File: src/rtl/core/raster_font_glyph_unpack_core_assert.svh
// Assertion macros for the raster font glyph unpacker.
// Included by the RTL modules that carry concurrent checks; no other dependencies.
`ifndef RASTER_FONT_GLYPH_UNPACK_CORE_ASSERT_SVH
`define RASTER_FONT_GLYPH_UNPACK_CORE_ASSERT_SVH
`ifndef SYNTH
// Same-cycle implication, disabled while reset is asserted.
`define RFGU_ASSERT_IMPL(lbl, clk, rstn, ante, cons) \
  lbl: assert property (@(posedge clk) disable iff (!rstn) (ante) |-> (cons)) \
    else $error("rfgu assertion failed");
// Next-cycle implication, disabled while reset is asserted.
`define RFGU_ASSERT_NEXT(lbl, clk, rstn, ante, cons) \
  lbl: assert property (@(posedge clk) disable iff (!rstn) (ante) |=> (cons)) \
    else $error("rfgu assertion failed");
`else
`define RFGU_ASSERT_IMPL(lbl, clk, rstn, ante, cons)
`define RFGU_ASSERT_NEXT(lbl, clk, rstn, ante, cons)
`endif
`endif

File: src/rtl/core/rfgu_pkg.sv
// Shared types and constants for the raster font glyph unpacker.
// No dependencies; used by the channel interfaces and all RTL modules.
`timescale 1ns / 1ps
package rfgu_pkg;

  localparam int BYTE_W   = 8;
  localparam int STRIP_W  = 5;
  localparam int INDEX_W  = 16;
  localparam int CFG_IDX_W = 1;

  // Configuration register indexes.
  localparam logic [CFG_IDX_W-1:0] REG_GLYPH_WIDTH  = 1'b0;
  localparam logic [CFG_IDX_W-1:0] REG_PIXEL_HEIGHT = 1'b1;

  localparam logic [BYTE_W-1:0] GEOM_RESET = 8'd8;

  // Effective glyph geometry (zero register values already forced to one).
  typedef struct packed {
    logic [BYTE_W-1:0] width;
    logic [BYTE_W-1:0] height;
  } rfgu_geom_t;

  // One beat held in the input stage.
  typedef struct packed {
    logic               valid;
    logic [BYTE_W-1:0]  bitmap_byte;
    logic [BYTE_W-1:0]  row;
    logic [STRIP_W-1:0] strip;
    logic               last;
  } rfgu_beat_t;

endpackage

File: src/rtl/core/rfgu_channels.sv
// Valid/ready channel interfaces for the glyph unpacker input and result beats.
// Depends on rfgu_pkg for field widths.
`timescale 1ns / 1ps
interface rfgu_in_if;
  import rfgu_pkg::*;
  logic              valid;
  logic              ready;
  logic [BYTE_W-1:0] bitmap_byte;

  modport source (output valid, output bitmap_byte, input ready);
  modport sink   (input valid, input bitmap_byte, output ready);
endinterface

interface rfgu_out_if;
  import rfgu_pkg::*;
  logic               valid;
  logic               ready;
  logic [BYTE_W-1:0]  row;
  logic [BYTE_W-1:0]  first_column;
  logic [BYTE_W-1:0]  pixels;
  logic [BYTE_W-1:0]  valid_mask;
  logic [INDEX_W-1:0] pixel_index;
  logic               last;

  modport source (output valid, output row, output first_column, output pixels,
                  output valid_mask, output pixel_index, output last, input ready);
  modport sink   (input valid, input row, input first_column, input pixels,
                  input valid_mask, input pixel_index, input last, output ready);
endinterface

File: src/rtl/core/rfgu_ctrl.sv
// Input stage: configuration registers, row/strip counters and the input register.
// Depends on rfgu_pkg, rfgu_channels and the assertion macro header.
`timescale 1ns / 1ps
`include "raster_font_glyph_unpack_core_assert.svh"
module rfgu_ctrl (
  input  logic                              clk,
  input  logic                              rst_n,
  rfgu_in_if.sink                           in_ch,
  input  logic                              cfg_we,
  input  logic [rfgu_pkg::CFG_IDX_W-1:0]    cfg_idx,
  input  logic [rfgu_pkg::BYTE_W-1:0]       cfg_wdata,
  input  logic                              s2_ready,
  output rfgu_pkg::rfgu_beat_t              s1_beat,
  output rfgu_pkg::rfgu_geom_t              geom
);
  import rfgu_pkg::*;

  logic [BYTE_W-1:0]  glyph_width_r;
  logic [BYTE_W-1:0]  pixel_height_r;
  logic [BYTE_W-1:0]  row_cnt_r, row_cnt_nxt;
  logic [STRIP_W-1:0] strip_cnt_r, strip_cnt_nxt;
  rfgu_beat_t         s1_r, s1_nxt;
  logic [BYTE_W-1:0]  w_eff, h_eff;
  logic [STRIP_W-1:0] strips_m1;
  logic               row_end, last_now, in_ready, acc;

  // Configuration writes.
  always_ff @(posedge clk) begin
    if (!rst_n) begin
      glyph_width_r  <= GEOM_RESET;
      pixel_height_r <= GEOM_RESET;
    end else if (cfg_we) begin
      if (cfg_idx == REG_GLYPH_WIDTH) begin
        glyph_width_r <= cfg_wdata;
      end
      if (cfg_idx == REG_PIXEL_HEIGHT) begin
        pixel_height_r <= cfg_wdata;
      end
    end
  end

  // A zero register is treated as one.
  assign w_eff = (glyph_width_r == '0) ? BYTE_W'(1) : glyph_width_r;
  assign h_eff = (pixel_height_r == '0) ? BYTE_W'(1) : pixel_height_r;
  assign geom  = '{width: w_eff, height: h_eff};

  // Index of the last strip is (width - 1) / 8.
  assign strips_m1 = STRIP_W'((w_eff - BYTE_W'(1)) >> 3);
  assign row_end   = row_cnt_r >= (h_eff - BYTE_W'(1));
  assign last_now  = row_end && (strip_cnt_r >= strips_m1);

  // The stage takes a beat when it is empty or its beat moves on.
  assign in_ready    = !s1_r.valid || s2_ready;
  assign in_ch.ready = in_ready;
  assign acc         = in_ch.valid && in_ready;

  // Counters advance row first, then strip, and clear after the final byte.
  always_comb begin
    row_cnt_nxt   = row_cnt_r;
    strip_cnt_nxt = strip_cnt_r;
    if (acc) begin
      if (last_now) begin
        row_cnt_nxt   = '0;
        strip_cnt_nxt = '0;
      end else if (row_end) begin
        row_cnt_nxt   = '0;
        strip_cnt_nxt = strip_cnt_r + STRIP_W'(1);
      end else begin
        row_cnt_nxt = row_cnt_r + BYTE_W'(1);
      end
    end
  end

  // Input register with a snapshot of the counters.
  always_comb begin
    s1_nxt = s1_r;
    if (in_ready) begin
      s1_nxt.valid       = in_ch.valid;
      s1_nxt.bitmap_byte = in_ch.bitmap_byte;
      s1_nxt.row         = row_cnt_r;
      s1_nxt.strip       = strip_cnt_r;
      s1_nxt.last        = last_now;
    end
  end

  // Only the valid bit of the input register needs a reset value.
  always_ff @(posedge clk) begin
    if (!rst_n) begin
      row_cnt_r   <= '0;
      strip_cnt_r <= '0;
      s1_r.valid  <= 1'b0;
    end else begin
      row_cnt_r   <= row_cnt_nxt;
      strip_cnt_r <= strip_cnt_nxt;
      s1_r        <= s1_nxt;
    end
  end

  assign s1_beat = s1_r;

  // Checks on counter sequencing and stage holding.
  `RFGU_ASSERT_NEXT(a_last_clears, clk, rst_n, acc && last_now,
                    row_cnt_r == '0 && strip_cnt_r == '0)
  `RFGU_ASSERT_NEXT(a_row_steps, clk, rst_n, acc && !row_end,
                    row_cnt_r == BYTE_W'($past(row_cnt_r) + BYTE_W'(1)) && $stable(strip_cnt_r))
  `RFGU_ASSERT_NEXT(a_s1_holds, clk, rst_n, s1_r.valid && !s2_ready,
                    s1_r.valid && $stable(s1_r.bitmap_byte) && $stable(s1_r.row))

endmodule

File: src/rtl/core/rfgu_calc.sv
// Result stage: clipping mask, pixel reordering, linear index and the result register.
// Depends on rfgu_pkg, rfgu_channels and the assertion macro header.
`timescale 1ns / 1ps
`include "raster_font_glyph_unpack_core_assert.svh"
module rfgu_calc (
  input  logic                 clk,
  input  logic                 rst_n,
  input  rfgu_pkg::rfgu_beat_t s1_beat,
  input  rfgu_pkg::rfgu_geom_t geom,
  output logic                 s2_ready,
  rfgu_out_if.source           out_ch
);
  import rfgu_pkg::*;

  logic               out_v_r;
  logic [BYTE_W-1:0]  row_r, col_r, pixels_r, mask_r;
  logic [INDEX_W-1:0] pixel_index_r;
  logic               last_r;
  logic [BYTE_W-1:0]  col, diff, mask, rev;
  logic [INDEX_W-1:0] prod, pidx;

  assign col  = {s1_beat.strip, 3'b000};
  assign diff = geom.width - col;

  // Mask of the columns inside the glyph width.
  always_comb begin
    if (col >= geom.width) begin
      mask = '0;
    end else if (diff >= BYTE_W'(8)) begin
      mask = '1;
    end else begin
      mask = (BYTE_W'(1) << diff[2:0]) - BYTE_W'(1);
    end
  end

  // The byte's MSB is the leftmost pixel, which becomes bit zero.
  always_comb begin
    for (int l = 0; l < BYTE_W; l++) begin
      rev[l] = s1_beat.bitmap_byte[BYTE_W-1-l];
    end
  end

  // Row-major index, kept modulo 2^16.
  assign prod = {8'd0, s1_beat.row} * {8'd0, geom.width};
  assign pidx = prod + {8'd0, col};

  // Result register; it loads whenever it is empty or being drained.
  assign s2_ready = !out_v_r || out_ch.ready;

  always_ff @(posedge clk) begin
    if (!rst_n) begin
      out_v_r <= 1'b0;
    end else if (s2_ready) begin
      out_v_r <= s1_beat.valid;
    end
  end

  always_ff @(posedge clk) begin
    if (s2_ready) begin
      row_r         <= s1_beat.row;
      col_r         <= col;
      pixels_r      <= rev & mask;
      mask_r        <= mask;
      pixel_index_r <= pidx;
      last_r        <= s1_beat.last;
    end
  end

  assign out_ch.valid        = out_v_r;
  assign out_ch.row          = row_r;
  assign out_ch.first_column = col_r;
  assign out_ch.pixels       = pixels_r;
  assign out_ch.valid_mask   = mask_r;
  assign out_ch.pixel_index  = pixel_index_r;
  assign out_ch.last         = last_r;

  // Checks on the result register.
  `RFGU_ASSERT_NEXT(a_s2_loads, clk, rst_n, s1_beat.valid && s2_ready, out_v_r)
  `RFGU_ASSERT_NEXT(a_out_holds, clk, rst_n, out_v_r && !out_ch.ready,
                    out_v_r && $stable(pixel_index_r) && $stable(pixels_r))
  `RFGU_ASSERT_IMPL(a_pix_in_mask, clk, rst_n, out_v_r, (pixels_r & ~mask_r) == '0)

endmodule

File: src/rtl/core/raster_font_glyph_unpack_core.sv
// Top level of the raster font glyph unpacker.
// Depends on rfgu_pkg, rfgu_channels, rfgu_ctrl and rfgu_calc.
`timescale 1ns / 1ps
// The unpacker takes one column-major glyph bitmap byte per beat and returns
// one row-major result beat for each, at a sustained rate of one byte per
// clock cycle while the output accepts results. The accepting edge loads the
// input register, where the row and strip counters are sampled and advanced,
// and a later edge loads the result register, which the mask, reordering
// and row*width+column multiply feed. While a result waits both registers
// hold, so a stalled output keeps at most two beats before input stalls.
// Write glyph_width and pixel_height only while no beats are in flight; a
// value of zero in either register is treated as one.
module raster_font_glyph_unpack_core (
  input  logic                           clk,
  input  logic                           rst_n,
  rfgu_in_if.sink                        in_ch,
  rfgu_out_if.source                     out_ch,
  input  logic                           cfg_we,
  input  logic [rfgu_pkg::CFG_IDX_W-1:0] cfg_idx,
  input  logic [rfgu_pkg::BYTE_W-1:0]    cfg_wdata
);
  import rfgu_pkg::*;

  rfgu_beat_t s1_beat;
  rfgu_geom_t geom;
  logic       s2_ready;

  // Counters, configuration and input register.
  rfgu_ctrl u_ctrl (
    .clk       (clk),
    .rst_n     (rst_n),
    .in_ch     (in_ch),
    .cfg_we    (cfg_we),
    .cfg_idx   (cfg_idx),
    .cfg_wdata (cfg_wdata),
    .s2_ready  (s2_ready),
    .s1_beat   (s1_beat),
    .geom      (geom)
  );

  // Pixel computation and result register.
  rfgu_calc u_calc (
    .clk      (clk),
    .rst_n    (rst_n),
    .s1_beat  (s1_beat),
    .geom     (geom),
    .s2_ready (s2_ready),
    .out_ch   (out_ch)
  );

endmodule
File: src/flat_wrapper.sv
// flat-port wrapper written by rule: the top's interface ports become plain ports
module raster_font_glyph_unpack_core_flat import rfgu_pkg::*;
  (clk, rst_n, cfg_we, cfg_idx, cfg_wdata, in_ch_valid, in_ch_bitmap_byte, in_ch_ready, out_ch_valid, out_ch_row, out_ch_first_column, out_ch_pixels, out_ch_valid_mask, out_ch_pixel_index, out_ch_last, out_ch_ready);
  rfgu_in_if in_ch_i ();
  rfgu_out_if out_ch_i ();
  input  logic clk;
  input  logic rst_n;
  input  logic cfg_we;
  input  logic [rfgu_pkg::CFG_IDX_W-1:0] cfg_idx;
  input  logic [rfgu_pkg::BYTE_W-1:0] cfg_wdata;
  input wire logic [$bits(in_ch_i.valid)-1:0] in_ch_valid;
  input wire logic [$bits(in_ch_i.bitmap_byte)-1:0] in_ch_bitmap_byte;
  output wire logic [$bits(in_ch_i.ready)-1:0] in_ch_ready;
  output wire logic [$bits(out_ch_i.valid)-1:0] out_ch_valid;
  output wire logic [$bits(out_ch_i.row)-1:0] out_ch_row;
  output wire logic [$bits(out_ch_i.first_column)-1:0] out_ch_first_column;
  output wire logic [$bits(out_ch_i.pixels)-1:0] out_ch_pixels;
  output wire logic [$bits(out_ch_i.valid_mask)-1:0] out_ch_valid_mask;
  output wire logic [$bits(out_ch_i.pixel_index)-1:0] out_ch_pixel_index;
  output wire logic [$bits(out_ch_i.last)-1:0] out_ch_last;
  input wire logic [$bits(out_ch_i.ready)-1:0] out_ch_ready;
  assign in_ch_i.valid = in_ch_valid;
  assign in_ch_i.bitmap_byte = in_ch_bitmap_byte;
  assign in_ch_ready = in_ch_i.ready;
  assign out_ch_valid = out_ch_i.valid;
  assign out_ch_row = out_ch_i.row;
  assign out_ch_first_column = out_ch_i.first_column;
  assign out_ch_pixels = out_ch_i.pixels;
  assign out_ch_valid_mask = out_ch_i.valid_mask;
  assign out_ch_pixel_index = out_ch_i.pixel_index;
  assign out_ch_last = out_ch_i.last;
  assign out_ch_i.ready = out_ch_ready;
  raster_font_glyph_unpack_core u_core (.clk(clk), .rst_n(rst_n), .in_ch(in_ch_i), .out_ch(out_ch_i), .cfg_we(cfg_we), .cfg_idx(cfg_idx), .cfg_wdata(cfg_wdata));
endmodule
File: config.mk
export PLATFORM = sky130hd
export DESIGN_NAME = raster_font_glyph_unpack_core_flat
export DESIGN_NICKNAME = d
export VERILOG_FILES = /design/src/rtl/core/rfgu_pkg.sv /design/src/rtl/core/rfgu_channels.sv /design/src/rtl/core/rfgu_ctrl.sv /design/src/rtl/core/rfgu_calc.sv /design/src/rtl/core/raster_font_glyph_unpack_core.sv /design/src/flat_wrapper.sv
export VERILOG_INCLUDE_DIRS = /design/src /design/src/rtl/core
export SDC_FILE = /design/constraint.sdc
export NUM_CORES = 1
export LEC_CHECK = 0
export BUFFER_PORTS_ARGS = -buffer_cell sky130_fd_sc_hd__buf_2
export CAP_MARGIN = 20
export CORE_MARGIN = 5
export CORE_UTILIZATION = 50
export DETAILED_ROUTE_END_ITERATION = 8
export PLACE_DENSITY = 0.7
export SLEW_MARGIN = 20
export SYNTH_ARGS = -nofsm -noshare
export SYNTH_HDL_FRONTEND = slang
export SYNTH_HIERARCHICAL = 1
export SYNTH_SLANG_ARGS = --single-unit
File: constraint.sdc
create_clock -name clk -period 8.1 [get_ports clk]
set_input_delay 1.62 -clock clk [delete_from_list [all_inputs] [get_ports clk]]
set_output_delay 1.62 -clock clk [all_outputs]
set_load 0.02 [all_outputs]
==> out/results.md, run 1 <==
| Parameter | Reported | Unit |
|:---|:---|:---|
| Setup crit start kind | register | - |
| Share of the clock period used by the worst path after layout | 68.9 | % |
| Critical-path maximum fanout | 17 | - |
| CP Class | register to register | - |
| Clock Sink Count | 99 | - |
| Average vias per placed instance | 5.28 | - |
| Post-cts resize count | 0 | - |
| Largest delay contributor family on the critical path | adder cells | - |
| Hold path depth | 0 | - |
| Path length in cells of the critical path | 16 | - |
| Ordered cell list for the critical path | or3_1, nor3_1, a21o_1, and2_1, fa_1, fa_1, inv_1, fa_1, fa_1, inv_1, ha_1, nor2b_4, o31a_1, or2_1, a221o_1, xor2_1 | - |
| Crit Reg-Reg Endpoint | u_core/u_calc/out_ch.pixel_index[12]$_DFFE_PP_ | - |
| Post-synth design cell area | 6410 | um2 |
| Leading cell type in the layout, fill and taps excluded | inv_1 | - |
| TritonCTS clock tree | built | - |
| Wire length of the first global-routing pass | 21.2 | mm |
| Setup clock skew after layout | 0.00586 | ns |
| Power Dens Cells | 189 | nW/um2 |
| Initial Util | 50.8 | % |
| Average instance area after synthesis | 10.6 | um2 |
| Buffering stage count on the worst path with inverters included | 2 | - |
| NumNets Final | 788 | - |
| Cell count after synthesis | 607 | - |
| Maximum root-to-sink buffer count | 2 | - |
| Required time worst endpoint | 8.20 | ns |
| Slowest cell on the critical path | fa_1 | - |
| Critical Path Max Stage Delay | 0.54 | ns |
| Detailed-route DRC error count | 0 | - |
| CTS Buf Count | 9 | - |
| Worst-case headroom to the max-slew limit | 31.8 | % |
| Via total after detailed routing | 4453 | - |
| Area of the die | 15200 | um2 |
| Final RePlAce weighted congestion | 0.841 | - |
| Worst hold start | u_core/u_ctrl/s1_beat[0]$_DFFE_PP_ | - |
| Detailed-placement wirelength estimate | 9.53 | mm |
| # rows | 41 | - |
| Iteration count of the initial detailed-routing pass | 4 | - |
| Final setup slack of the worst path | 2.52 | ns |
| Routed len/inst | 15.0 | um |
| Clock period minus worst slack | 5.58 | ns |
| Placement-stage cell area | 6890 | um2 |
| Arrival time of data at the critical path endpoint | 5.68 | ns |
| Vertical die dimension | 123 | um |
| Setup repair after global routing missed its margin | false | - |
| Hold/Removal Path Class | register to register | - |
| Layout overhead on the synthesized area | 12.0 | % |
| Fraction of final layout cells sized beyond drive strength 1 | 13.9 | % |
| Post-cts hold buffer count | 0 | - |
| Non-Filler Cell Area, Final | 7180 | um2 |
| Clock root buffer master | clkbuf_16 | - |
| Result of the run | completed | - |
| Count of input and output buffers | 69 | - |
| R2R cell count | 16 | - |
| Congestion Overflow GR | 0 | - |
| Highest-count cells in the layout ignoring fill and taps | inv_1, nand2_1, buf_2, edfxtp_1, ha_1 | - |
| Final setup violation count | 0 | - |
| Most repeated library cell on the critical path | fa_1 | - |
| Leakage power summed over all cells | 3.28 | nW |
| Setup slack after placement | 2.54 | ns |
| Post-detailed-route count of antenna-violating nets | 0 | - |
| Vias in the first global route | 4472 | - |
| Maximum vdd ir drop | 74.9 | uV |
| Placeable core region | 12600 | um2 |
| Total number of H-tree levels | 3 | - |
| Number of warning messages in the yosys log | 6 | - |
| Total Routing Usage GR | 17.9 | % |
| Clock insertion delay at the later pin of the skew report | 0.35 | ns |
| Maximum achievable frequency | 0.179 | GHz |
| Tightest Pin Transition | 1.02 | ns |
| Clock edge transition at the registers on the reported setup and hold paths | 0.07 | ns |
| Setup TNS | 0 | ns |
| Count of inserted antenna diode cells | 0 | - |
| Endpoints failing hold | 0 | - |
| Number of max-cap violations | 0 | - |
| Setup fix buffers added after clock tree synthesis | 0 | - |
| Post-layout utilization of the core | 56.9 | % |
| Boundary pin count | 73 | - |
| Hold slack final | 0.425 | ns |
| Number of antenna violations at the first check in global routing | 0 | - |
| Hold Path End | u_core/u_calc/out_ch.last$_DFFE_PP_ | - |
| Largest net degree at the start of global routing | 49 | - |
| Register-to-register path setup slack | 2.52 | ns |
| Horizontal die dimension | 123 | um |
| Post-Route WL | 12.6 | mm |
| First DRT Iteration DRCs | 268 | - |
| Kind of capture point of the worst setup path | register | - |
| Final max-slew violation count | 0 | - |
| Reg-to-Reg Start | u_core/u_ctrl/glyph_width_r[1]$_SDFFE_PN0P_ | - |
## how the worst max path moves through the flow
stage / endpoint / startpoint
after global placement: u_core/u_calc/out_ch.pixel_index[12]$_DFFE_PP_ / u_core/u_ctrl/glyph_width_r[1]$_SDFFE_PN0P_
after global routing: u_core/u_calc/out_ch.pixel_index[12]$_DFFE_PP_ / u_core/u_ctrl/glyph_width_r[2]$_SDFFE_PN0P_
final: u_core/u_calc/out_ch.pixel_index[12]$_DFFE_PP_ / u_core/u_ctrl/glyph_width_r[1]$_SDFFE_PN0P_
after floorplan: u_core/u_calc/out_ch.pixel_index[12]$_DFFE_PP_ / u_core/u_ctrl/glyph_width_r[1]$_SDFFE_PN0P_
after CTS: u_core/u_calc/out_ch.pixel_index[12]$_DFFE_PP_ / u_core/u_ctrl/glyph_width_r[1]$_SDFFE_PN0P_
after detailed placement: u_core/u_calc/out_ch.pixel_index[12]$_DFFE_PP_ / u_core/u_ctrl/glyph_width_r[1]$_SDFFE_PN0P_
## state kept, by name, summed over array words and instances (netlist names)
name,cells
u_core/u_ctrl/s1_beat,23
u_core/u_calc/out_ch.pixel_index,16
u_core/u_calc/out_ch.pixels,8
u_core/u_calc/out_ch.row,8
u_core/u_calc/out_ch.valid_mask,8
u_core/u_ctrl/glyph_width_r,8
u_core/u_ctrl/pixel_height_r,8
u_core/u_ctrl/row_cnt_r,8
u_core/u_calc/out_ch.first_column,5
u_core/u_ctrl/strip_cnt_r,5
u_core/u_calc/out_ch.last,1
u_core/u_calc/out_ch.valid,1
## worst register-to-register path: stages, from the launching register on
cell     delay, ns
dfxtp_1       0.47
or3_1         0.48
nor3_1        0.27
a21o_1        0.42
and2_1        0.21
fa_1          0.43
fa_1          0.52
inv_1         0.05
fa_1          0.46
fa_1          0.54
inv_1         0.04
ha_1          0.33
nor2b_4       0.15
o31a_1        0.25
or2_1         0.24
a221o_1       0.34
xor2_1        0.14
## where the power goes
group	internal (W)	switching (W)
Combinational	0.000115	0.000187
Clock	0.000242	0.000191
Sequential	0.000597	0.0000258
## area by class of cell
class / count / area [um2]
timing repair buffer: 70 / 353
multi-input combinational: 411 / 3370
fill: 1103 / 5440
sequential: 99 / 2660
tap: 172 / 215
clock inverter: 6 / 71.3
clock buffer: 9 / 225
inverter: 76 / 285
## layer usage
layer	GRT usage, %	vias up	share of wire (%)
li1	-	2163	-
met4	7.68	0	2.0
met3	3.39	21	4.7
met1	22.6	2156	43
met2	30.1	113	50
met5	0	-	0
## metrics by stage
step           instances  total power [W]
5_1_grt              843          0.00144
2_1_floorplan        609         0.000854
3_5_place_dp         828         0.000937
6_report             843          0.00136
3_3_place_gp         828         0.000929
4_1_cts              843          0.00137
Note: power is estimated with default switching activity, not from simulation.
==> inputs of run 2 (changes only) <==
Settings changed: ABC_AREA from default to 1, PLACE_DENSITY 0.7 to 0.72.
Clock period 8.1 ns to 4.8 ns, I/O delays scaled along.
==> out/results.md, run 2 <==
| Parameter | Reported | Unit |
|:---|:---|:---|
| Result of the run | completed | - |
| Number of fill cells | 1174 | - |
| Largest net degree at the start of global routing | 49 | - |
| Worst hold start | u_core/u_ctrl/s1_beat[0]$_DFFE_PP_ | - |
| Proportion of power drawn by the clock network | 29.5 | % |
| Maximum achievable frequency | 0.226 | GHz |
| Count of inserted antenna diode cells | 0 | - |
| Critical Path Max Stage Delay | 0.53 | ns |
| Post-detailed-route count of antenna-violating nets | 0 | - |
| Post-cts hold buffer count | 0 | - |
| Arrival time of data at the critical path endpoint | 4.53 | ns |
| Placeable core region | 13300 | um2 |
| First DRT Iteration DRCs | 281 | - |
| Post-layout utilization of the core | 57.4 | % |
| Slowest cell on the critical path | fa_1 | - |
| Setup crit start kind | register | - |
| Detailed-route DRC error count | 0 | - |
| Number of antenna violations at the first check in global routing | 0 | - |
| Final RePlAce weighted congestion | 0.855 | - |
| Setup repair after global routing missed its margin | false | - |
| Clock edge transition at the registers on the reported setup and hold paths | 0.07 | ns |
| Setup TNS | 0 | ns |
| Congestion Overflow GR | 0 | - |
| Horizontal die dimension | 127 | um |
| Cell count after synthesis | 776 | - |
| Average vias per placed instance | 4.93 | - |
| Layout overhead on the synthesized area | 12.3 | % |
| R2R cell count | 19 | - |
| Required time worst endpoint | 4.91 | ns |
| Internal | 0.00169 | W |
| Most repeated library cell on the critical path | fa_1 | - |
| Detailed-placement wirelength estimate | 10.2 | mm |
| Maximum vdd ir drop | 148 | uV |
| Initial Util | 51.1 | % |
| Switching Power | 0.000824 | W |
| Setup fix buffers added after clock tree synthesis | 0 | - |
| Clock root buffer master | clkbuf_16 | - |
| Fraction of final layout cells sized beyond drive strength 1 | 15.3 | % |
| Power Dens Cells | 330 | nW/um2 |
| Design Power | 0.00251 | W |
| Clock Sink Count | 99 | - |
| Vertical die dimension | 127 | um |
| Net Sw Frac | 32.8 | % |
| Post-cts resize count | 0 | - |
| Hold/Removal Path Class | register to register | - |
| Tightest Pin Transition | 0.604 | ns |
| Final setup violation count | 0 | - |
| Critical-path maximum fanout | 12 | - |
| Count of input and output buffers | 69 | - |
| Post-Route WL | 13.2 | mm |
| Share of the clock period used by the worst path after layout | 92.1 | % |
| Seq pwr share | 42.5 | % |
| Hold Path End | u_core/u_calc/out_ch.last$_DFFE_PP_ | - |
| Via total after detailed routing | 5030 | - |
| Total number of H-tree levels | 3 | - |
| Leakage power summed over all cells | 4.01 | nW |
| CTS Buf Count | 9 | - |
| Hold path depth | 0 | - |
| Boundary pin count | 73 | - |
| Wire length of the first global-routing pass | 21.9 | mm |
| TritonCTS clock tree | built | - |
| Sequential standard cell area | 2660 | um2 |
| Clock insertion delay at the later pin of the skew report | 0.35 | ns |
| Endpoints failing hold | 0 | - |
| Maximum root-to-sink buffer count | 2 | - |
| Clock period minus worst slack | 4.42 | ns |
| Final max-slew violation count | 0 | - |
| Iteration count of the initial detailed-routing pass | 5 | - |
| Total Routing Usage GR | 16.8 | % |
| Worst-case headroom to the max-slew limit | 59.7 | % |
| Crit Reg-Reg Endpoint | u_core/u_calc/out_ch.pixel_index[14]$_DFFE_PP_ | - |
| Number of max-cap violations | 0 | - |
| Combinational cell fraction of total power | 28.0 | % |
| Number of warning messages in the yosys log | 6 | - |
| Routed len/inst | 13.0 | um |
| Area of the die | 16000 | um2 |
| Vias in the first global route | 4714 | - |
| Setup clock skew after layout | 0.00811 | ns |
| Highest-count cells in the layout ignoring fill and taps | inv_1, nand2_1, buf_2, edfxtp_1, ha_1 | - |
| Ordered cell list for the critical path | nor2_1, nand3_1, o21ai_0, buf_4, nand2_1, fa_1, inv_1, fa_1, fa_1, inv_1, fa_1, inv_1, ha_1, a21oi_2, nor2_1, o21ai_0, nand3_1, nand2_1, nand2_1 | - |
| Post-synth design cell area | 6790 | um2 |
| Kind of capture point of the worst setup path | register | - |
| Flip-flop count of the largest register, all copies and words added | 23 | - |
| # rows | 42 | - |
| Reg-to-Reg Start | u_core/u_ctrl/glyph_width_r[2]$_SDFFE_PN0P_ | - |
| Leading cell type in the layout, fill and taps excluded | inv_1 | - |
| Average instance area after synthesis | 8.75 | um2 |
| Area of combinational cells with multiple inputs | 3350 | um2 |
| Register-to-register path setup slack | 0.38 | ns |
| NumNets Final | 960 | - |
| CP Class | register to register | - |
run 2: routing by layer:
metal	track usage (%)	wire length, um	vias up
li1	-	-	2540
met1	21.8	5860	2345
met2	28.1	6400	124
met3	3.36	710	21
met4	6.18	272	0
met5	0	0	-
run 2: area by class of cell:
type                            count  area share, %
Clock buffer                       10           3.00
Clock inverter                      6          0.935
Inverter                          176           8.66
Multi-Input combinational cell    472           43.9
Sequential cell                    99           34.9
Tap cell                          176           2.89
Timing Repair Buffer               81           5.71
run 2: how the worst max path moves through the flow:
stage / start / end / slack, ns / depth (start not counted)
after floorplan: u_core/u_ctrl/glyph_width_r[5]$_SDFFE_PN0P_ / u_core/u_calc/out_ch.pixel_index[14]$_DFFE_PP_ / 0.49 / 19
final: u_core/u_ctrl/glyph_width_r[2]$_SDFFE_PN0P_ / u_core/u_calc/out_ch.pixel_index[14]$_DFFE_PP_ / 0.38 / 19
after CTS: u_core/u_ctrl/glyph_width_r[4]$_SDFFE_PN0P_ / u_core/u_calc/out_ch.pixel_index[14]$_DFFE_PP_ / 0.38 / 19
after global routing: u_core/u_ctrl/glyph_width_r[4]$_SDFFE_PN0P_ / u_core/u_calc/out_ch.pixel_index[14]$_DFFE_PP_ / 0.08 / 19
after detailed placement: u_core/u_ctrl/glyph_width_r[4]$_SDFFE_PN0P_ / u_core/u_calc/out_ch.pixel_index[14]$_DFFE_PP_ / 0.38 / 19
after global placement: u_core/u_ctrl/glyph_width_r[4]$_SDFFE_PN0P_ / u_core/u_calc/out_ch.pixel_index[14]$_DFFE_PP_ / 0.44 / 19
run 2: per-stage QoR:
| step | worst slack (ns) | cells | instance area (um2) | hold slack, ns |
|---|---|---|---|---|
| CTS | 0.375 | 1020 | 7620 | 0.422 |
| global placement | 0.438 | 1004 | 7320 | 0.406 |
| global route | 0.0768 | 1020 | 7630 | 0.432 |
| detailed placement | 0.381 | 1004 | 7320 | 0.406 |
| finish | 0.381 | 1020 | 7630 | 0.425 |
| floorplan | 0.492 | 778 | 6800 | 0.400 |
run 2: critical path, delay by kind of cell (launching register included):
| kind | cells | cell delay [ns] |
|---|---|---|
| fa+ha+maj | 5 | 2.34 |
| buf+inv | 4 | 0.36 |
| flops | 1 | 0.31 |
| compound gates | 3 | 0.59 |
| simple gates | 7 | 0.57 |
run 2: power by group through the flow:
stage / clock network (W) / registers [W] / logic [W]
3_3_place_gp: 0 / 0.00109 / 0.000693
4_1_cts: 0.000757 / 0.00107 / 0.000709
3_5_place_dp: 0 / 0.00109 / 0.000702
6_report: 0.000742 / 0.00107 / 0.000704
5_1_grt: 0.000790 / 0.00108 / 0.000800
2_1_floorplan: 0 / 0.00118 / 0.000424
